$ cat src/rtl/npmg_pkg.sv
// ----------------------------------------------------------------------------
// npmg_pkg
// Shared types and constants for the nearest point match gate: command and
// status codes, beat structs for both channels, and reset defaults.
// ----------------------------------------------------------------------------
package npmg_pkg;

    // Default store depth and gate reset value ((5.0 px)^2 in Q26.8)
    localparam int          MAX_POINTS_DEF = 64;
    localparam int          GATE_W         = 34;
    localparam logic [33:0] GATE_RESET     = 34'd6400;
    localparam int          COORD_W        = 16;
    localparam int          INDEX_W        = 6;

    // Command codes
    localparam logic [1:0] CMD_CLEAR = 2'd0;
    localparam logic [1:0] CMD_ADD   = 2'd1;
    localparam logic [1:0] CMD_MATCH = 2'd2;

    // Status codes
    localparam logic [1:0] STATUS_KEPT    = 2'd0;
    localparam logic [1:0] STATUS_DROPPED = 2'd1;
    localparam logic [1:0] STATUS_EMPTY   = 2'd2;

    // One stored reference point
    typedef struct packed {
        logic signed [COORD_W-1:0] x;
        logic signed [COORD_W-1:0] y;
    } point_t;

    // Input beat
    typedef struct packed {
        logic [1:0]                cmd;
        logic signed [COORD_W-1:0] point_x;
        logic signed [COORD_W-1:0] point_y;
    } cmd_t;

    // Result beat
    typedef struct packed {
        logic [1:0]                status;
        logic signed [COORD_W-1:0] query_x;
        logic signed [COORD_W-1:0] query_y;
        logic signed [COORD_W-1:0] match_x;
        logic signed [COORD_W-1:0] match_y;
        logic [INDEX_W-1:0]        match_index;
    } res_t;

endpackage

$ cat src/rtl/nearest_point_match_gate_core.sv
// ----------------------------------------------------------------------------
// nearest_point_match_gate_core
// Keeps a store of reference points in a synchronous memory and, for each
// query, scans it for the nearest point by exact squared distance, then
// gates the pair against a programmable squared distance.
// ----------------------------------------------------------------------------
//
//  Channel   Signals                        Direction  Beat
//  -------   -----------------------------  ---------  ----------------------
//  command   cmd_valid, cmd_ready, cmd_beat  in         clear / add / match
//  result    res_valid, res_ready, res_beat  out        one per match command
//  config    cfg_wr_en, cfg_wr_data          in         squared gate write
//
//  Clear, add and ignored codes are taken without leaving idle.
//  A match scans all N stored points: the scan reads one
//  point per cycle from the single-port point memory, through a four-stage
//  read / difference / square / compare pipeline.
//  A match on an empty store skips the scan and goes straight to finish.
//  Reset (rst_n low, asynchronous) empties the store and restores the gate;
//  the memory contents are not cleared and need no clearing pass.
//  A stalled result holds in the output register; clear and add beats are
//  still taken, and a finished match waits until that register is free.
// ----------------------------------------------------------------------------
module nearest_point_match_gate_core #(
    parameter int MAX_POINTS = npmg_pkg::MAX_POINTS_DEF
) (
    input  logic                            clk,
    input  logic                            rst_n,
    input  logic                            cmd_valid,
    output logic                            cmd_ready,
    input  npmg_pkg::cmd_t                  cmd_beat,
    output logic                            res_valid,
    input  logic                            res_ready,
    output npmg_pkg::res_t                  res_beat,
    input  logic                            cfg_wr_en,
    input  logic [npmg_pkg::GATE_W-1:0]     cfg_wr_data
);

    localparam int IDX_W = (MAX_POINTS > 1) ? $clog2(MAX_POINTS) : 1;
    localparam int CNT_W = $clog2(MAX_POINTS + 1);
    localparam int DIF_W = npmg_pkg::COORD_W + 1;
    localparam int SQ_W  = 2 * npmg_pkg::COORD_W;
    localparam int D_W   = SQ_W + 1;

    localparam logic [1:0] ST_IDLE = 2'd0;
    localparam logic [1:0] ST_SCAN = 2'd1;
    localparam logic [1:0] ST_DONE = 2'd2;

    // Control state
    logic [1:0]                     state_reg, state_next;
    logic [CNT_W-1:0]               count_reg, count_next;
    logic [CNT_W-1:0]               rd_idx_reg;
    logic [npmg_pkg::GATE_W-1:0]    gate_reg;
    logic                           s0_v_reg, s1_v_reg, s2_v_reg;
    logic                           best_v_reg;
    logic                           res_valid_reg;

    // Payload state
    npmg_pkg::point_t               query_reg;
    npmg_pkg::point_t               rd_data_reg;
    npmg_pkg::point_t               s1_pt_reg, s2_pt_reg, best_pt_reg;
    logic [IDX_W-1:0]               s0_idx_reg, s1_idx_reg, s2_idx_reg, best_idx_reg;
    logic signed [DIF_W-1:0]        dx_reg, dy_reg;
    logic [SQ_W-1:0]                sqx_reg, sqy_reg;
    logic [D_W-1:0]                 best_d_reg;
    npmg_pkg::res_t                 res_reg;

    // Point memory
    npmg_pkg::point_t               mem [MAX_POINTS];

    logic                           accept;
    logic                           mem_we;
    logic                           mem_re;
    logic                           issue_more;
    logic                           scan_end;
    logic                           res_free;
    logic signed [2*DIF_W-1:0]      prod_x, prod_y;
    logic [D_W-1:0]                 dist_sum;
    npmg_pkg::point_t               wr_point;

    assign cmd_ready  = (state_reg == ST_IDLE);
    assign accept     = cmd_valid && cmd_ready;
    assign issue_more = (rd_idx_reg < count_reg);
    assign mem_re     = (state_reg == ST_SCAN) && issue_more;
    assign mem_we     = accept && (cmd_beat.cmd == npmg_pkg::CMD_ADD)
                        && (count_reg < CNT_W'(MAX_POINTS));
    assign scan_end   = !issue_more && !s0_v_reg && !s1_v_reg && !s2_v_reg;
    assign res_free   = !res_valid_reg || res_ready;
    assign wr_point.x = cmd_beat.point_x;
    assign wr_point.y = cmd_beat.point_y;

    // Sequence commands: clear/add stay idle, scan then finish for match
    always_comb
    begin
        state_next = state_reg;
        count_next = count_reg;
        case (state_reg)
            ST_IDLE:
            begin
                if (accept)
                begin
                    case (cmd_beat.cmd)
                        npmg_pkg::CMD_CLEAR: count_next = '0;
                        npmg_pkg::CMD_ADD:
                        begin
                            if (mem_we)
                            begin
                                count_next = count_reg + 1'b1;
                            end
                        end
                        npmg_pkg::CMD_MATCH:
                        begin
                            state_next = (count_reg == '0) ? ST_DONE : ST_SCAN;
                        end
                        default: state_next = ST_IDLE;
                    endcase
                end
            end
            ST_SCAN:
            begin
                if (scan_end)
                begin
                    state_next = ST_DONE;
                end
            end
            ST_DONE:
            begin
                if (res_free)
                begin
                    state_next = ST_IDLE;
                end
            end
            default: state_next = ST_IDLE;
        endcase
    end

    // Control registers
    always_ff @(posedge clk or negedge rst_n)
    begin
        if (!rst_n)
        begin
            state_reg     <= ST_IDLE;
            count_reg     <= '0;
            rd_idx_reg    <= '0;
            gate_reg      <= npmg_pkg::GATE_RESET;
            s0_v_reg      <= 1'b0;
            s1_v_reg      <= 1'b0;
            s2_v_reg      <= 1'b0;
            best_v_reg    <= 1'b0;
            res_valid_reg <= 1'b0;
        end
        else
        begin
            state_reg <= state_next;
            count_reg <= count_next;
            if (cfg_wr_en)
            begin
                gate_reg <= cfg_wr_data;
            end
            // Restart the scan on any accepted beat, advance per read
            if (accept)
            begin
                rd_idx_reg <= '0;
                best_v_reg <= 1'b0;
            end
            else if (mem_re)
            begin
                rd_idx_reg <= rd_idx_reg + 1'b1;
            end
            if (s2_v_reg)
            begin
                best_v_reg <= 1'b1;
            end
            s0_v_reg <= mem_re;
            s1_v_reg <= s0_v_reg;
            s2_v_reg <= s1_v_reg;
            // Hold the result until taken
            if (state_reg == ST_DONE && res_free)
            begin
                res_valid_reg <= 1'b1;
            end
            else if (res_ready)
            begin
                res_valid_reg <= 1'b0;
            end
        end
    end

    // Point memory: write on add, registered read during the scan
    always_ff @(posedge clk)
    begin
        if (mem_we)
        begin
            mem[count_reg[IDX_W-1:0]] <= wr_point;
        end
        if (mem_re)
        begin
            rd_data_reg <= mem[rd_idx_reg[IDX_W-1:0]];
        end
    end

    assign prod_x   = dx_reg * dx_reg;
    assign prod_y   = dy_reg * dy_reg;
    assign dist_sum = {1'b0, sqx_reg} + {1'b0, sqy_reg};

    // Scan pipeline: difference, square, compare against best
    always_ff @(posedge clk)
    begin
        if (accept)
        begin
            query_reg <= wr_point;
        end
        s0_idx_reg <= rd_idx_reg[IDX_W-1:0];
        s1_idx_reg <= s0_idx_reg;
        s2_idx_reg <= s1_idx_reg;
        s1_pt_reg  <= rd_data_reg;
        s2_pt_reg  <= s1_pt_reg;
        dx_reg     <= {rd_data_reg.x[15], rd_data_reg.x} - {query_reg.x[15], query_reg.x};
        dy_reg     <= {rd_data_reg.y[15], rd_data_reg.y} - {query_reg.y[15], query_reg.y};
        sqx_reg    <= prod_x[SQ_W-1:0];
        sqy_reg    <= prod_y[SQ_W-1:0];
        // Strict compare keeps the lower index on a tie
        if (s2_v_reg && (!best_v_reg || dist_sum < best_d_reg))
        begin
            best_d_reg   <= dist_sum;
            best_idx_reg <= s2_idx_reg;
            best_pt_reg  <= s2_pt_reg;
        end
        // Build the result beat
        if (state_reg == ST_DONE && res_free)
        begin
            res_reg.query_x <= query_reg.x;
            res_reg.query_y <= query_reg.y;
            if (count_reg == '0)
            begin
                res_reg.status      <= npmg_pkg::STATUS_EMPTY;
                res_reg.match_x     <= '0;
                res_reg.match_y     <= '0;
                res_reg.match_index <= '0;
            end
            else
            begin
                res_reg.status      <= ({1'b0, best_d_reg} < gate_reg) ?
                                       npmg_pkg::STATUS_KEPT : npmg_pkg::STATUS_DROPPED;
                res_reg.match_x     <= best_pt_reg.x;
                res_reg.match_y     <= best_pt_reg.y;
                res_reg.match_index <= npmg_pkg::INDEX_W'(best_idx_reg);
            end
        end
    end

    assign res_valid = res_valid_reg;
    assign res_beat  = res_reg;

    // Pipeline beats only exist while scanning
    a_stage_in_scan: assert property (@(posedge clk) disable iff (!rst_n)
        (s0_v_reg || s1_v_reg || s2_v_reg) |-> (state_reg == ST_SCAN))
        else $error("scan pipeline active outside scan");

    // Store never grows past its depth
    a_count_bound: assert property (@(posedge clk) disable iff (!rst_n)
        count_reg <= CNT_W'(MAX_POINTS))
        else $error("point count beyond depth");

    // A new result only comes out of the finish state
    a_res_from_done: assert property (@(posedge clk) disable iff (!rst_n)
        $rose(res_valid_reg) |-> $past(state_reg == ST_DONE))
        else $error("result raised outside finish");

    // Scan reads stay below the fill count
    a_read_bound: assert property (@(posedge clk) disable iff (!rst_n)
        mem_re |-> (rd_idx_reg < count_reg) && !mem_we)
        else $error("read beyond stored points");

endmodule
$ cat config.mk
export PLATFORM = sky130hd
export DESIGN_NAME = nearest_point_match_gate_core
export DESIGN_NICKNAME = d
export VERILOG_FILES = /design/src/rtl/npmg_pkg.sv /design/src/rtl/nearest_point_match_gate_core.sv
export SDC_FILE = /design/constraint.sdc
export NUM_CORES = 2
export LEC_CHECK = 0
export BUFFER_PORTS_ARGS = -buffer_cell sky130_fd_sc_hd__buf_2
export CAP_MARGIN = 10
export CORE_MARGIN = 2
export CORE_UTILIZATION = 35
export DETAILED_ROUTE_END_ITERATION = 8
export PLACE_DENSITY = 0.53
export SYNTH_ARGS = -nofsm -noshare
export SYNTH_HDL_FRONTEND = slang
export SYNTH_SLANG_ARGS = --single-unit
$ cat constraint.sdc
create_clock -name clk -period 12.64 [get_ports clk]
set_input_delay 0 -clock clk [delete_from_list [all_inputs] [get_ports clk]]
set_output_delay 0 -clock clk [all_outputs]
set_load 0.02 [all_outputs]
==> results.yml <==
clock_network:
  clk_latency_ns: 0.89
  clock_path_buffers: 4
  numCtsBuffers: 281
  htree_levels: 5
  cts_resized: 0
  cts_tree: "done"
  cts-root-buf: "clkbuf_16"
  clock_sinks: 2488
  clk_pin_slew_ns: 0.07
finish:
  largest_register_ffs: 2048
  syn2layout_area_growth_pct: 15.68
  fin_area_um2: 131000
  nets: 7678
  layout-drive-gt1-share: 0.2036
  fin_util: 0.4075
detailed_routing:
  wl_mm: 286.3
  post-route-drc-count: 0
  ant_nets: 0
  via_per_inst: 5.036
  drtPass1Iterations: 5
  wl_per_cell_um: 25.30
  dr_total_vias: 56980
  drtIter0Drc: 5308
sta:
  setup_violations: 0
  finalClockSkew_ns: 0.06355
  tightestPinTransition_ns: 1.232
  hold_viol: 0
  layout_worst_path_cycle_share: 0.5404
  rsz0062_at_grt: "no"
  fmax_mhz: 146.4
  drv_slew: 0
  slew_headroom: 0.1789
  finalSetupTns_ns: 0
  min_period_ns: 6.830
floorplan:
  dieArea_um2: 328000
  boundaryPins: 147
  fp.dieH_um: 572.7
  start_util: 0.3522
  dieWidth_um: 572.7
  rows: 208
  core_area_um2: 321400
job:
  drv_cap: 0
logic_synthesis:
  synth-compound-area-share: 0.02136
  synth_seq_cells: 2488
  synth_xor_area_frac: 0.01114
  synth_edf_count: 2255
  synth_ff_type: "edfxtp_1"
  ys_warn_count: 0
  synthSimpleGateAreaFrac: 0.03207
  synthAdderAreaFrac: 0.1250
  ys_types: 67
  syn_area_per_cell_um2: 18.03
  async_flop_share: 0.02211
  synth.area.mux_share: 0.1345
  syn_area_um2: 113200
  synthCells: 6280
  synth_top_family_by_area: "multiplexers"
  synth_nets: 7176
  synth-seq-area-share: 0.6418
critical_path:
  worstPathRequired_ns: 13.39
  critPathArrivalTime_ns: 7.58
  startpoint_type: "flop"
  end_kind: "flop"
  criticalPathCategory: "reg2reg"
  crit_fanout: 19
global_route:
  grt_max_degree: 139
  grt_first_pass_wirelength_mm: 420.7
  antenna_found_initial: 34
  grt_util_all_layers: 0.1739
  grt_pass1_vias: 60910
  grt-ovfl-total: 0
placed_design:
  dp_hpwl_mm: 177.8
  dpl_cell_area_um2: 119800
  io_buffers: 146
  gp_congestion: 0.8331
min_path:
  hp-class: "in2reg"
outcome:
  status: "finished clean"
## routing by layer
layer	part of all wire	vias to the layer above	GRT usage
met5	0.000045	-	0
met4	0.019	2	0.03769
met3	0.049	348	0.02350
met2	0.51	1471	0.3021
met1	0.42	30650	0.2321
li1	-	24520	-
## placed cells by master (no fill, tap or decap), drive strengths merged, types with 52 or more instances in the layout
| cell | n |
|---|---|
| nand2 | 254 |
| ha | 310 |
| dfrtp | 52 |
| dlygate4sd3 | 174 |
| fa | 513 |
| dfxtp | 178 |
| a21o | 54 |
| o21ai | 83 |
| xnor2 | 120 |
| clkinv | 112 |
| nor2 | 182 |
| inv | 809 |
| buf | 260 |
| clkbuf | 337 |
| a21oi | 105 |
| mux4 | 672 |
| and2 | 145 |
| edfxtp | 2255 |
## area by class of cell
class                      count  area [um2]
fill                       28560      190400
clock buffer                 337        7326
sequential                  2488       72680
clock inverter               167        1954
tap                         4305        5386
timing repair buffer         434        3461
antenna                        8       20.02
multi-input combinational   2785       37180
inverter                     792        2973
## cell usage after synthesis, types with 38 or more instances
cell type	count	area [um2]
fa_1	513	10270
nor2_1	182	683.2
and2_1	145	907.1
inv_1	791	2969
nand2_1	254	953.4
dfrtp_1	52	1301
nand3_1	38	190.2
dfxtp_1	178	3563
mux4_2	672	15130
xnor2_1	120	1051
clkbuf_1	148	555.5
nor2b_1	40	250.2
a21o_1	54	405.4
o21ai_0	76	380.4
edfxtp_1	2255	67710
buf_2	49	245.2
ha_1	310	3879
a21oi_1	105	525.5
## final timing paths
| kind | slack [ns] | endpoint | start | cells past startpoint |
|---|---|---|---|---|
| max | 5.81 | sqx_reg[31] | dx_reg[4] | 22 |
| min | 0.15 | mem[31][13] | cmd_beat[13] | 2 |
| max reg2reg | 5.81 | sqx_reg[31] | dx_reg[4] | 22 |
| min reg2reg | 0.32 | s2_pt_reg[4] | s1_pt_reg[4] | 0 |
| max in group asynchronous | 11.41 | rd_idx_reg[0] | rst_n | 4 |
| min in group asynchronous | 0.46 | gate_reg[13] | rst_n | 4 |
## through the flow
step | std cells | hold slack (ns) | worst slack (ns)
3_3_place_gp | 10630 | 0.2128 | 5.784
4_1_cts | 11300 | 0.1240 | 5.815
5_1_grt | 11310 | 0.1248 | 5.423
3_5_place_dp | 10630 | 0.2208 | 5.830
2_1_floorplan | 6280 | -0.2956 | 1.058
6_report | 11320 | 0.1456 | 5.810
## critical path, stage by stage (launching register included)
cell      delay [ns]
dfxtp_1         0.82
and2_1          0.27
inv_1           0.07
fa_1            0.53
inv_1           0.05
fa_1            0.54
inv_1           0.05
fa_1            0.38
inv_1           0.08
fa_1            0.44
fa_1            0.55
inv_1           0.05
fa_1            0.48
inv_1           0.05
ha_1            0.32
a21oi_1         0.26
o21ai_0         0.13
a31oi_1         0.39
o311ai_1        0.28
a41o_1          0.35
a221o_1         0.33
a21oi_1         0.17
xnor2_1         0.09
## kinds of logic after synthesis
group	after synthesis
buf+inv	1007
fa+ha+maj	823
flops	2488
xor+xnor	144
mux	680
simple gates	764
compound gates	374
## what timing repair did
item | in CTS | in global routing
setup buffers | 0 | 0
hold buffers | 174 | 0
endpoints found under the hold margin | 2179 | 0
Power is not shown: default switching activity piles up to over one toggle a cycle in this logic, so the estimate is an artifact.
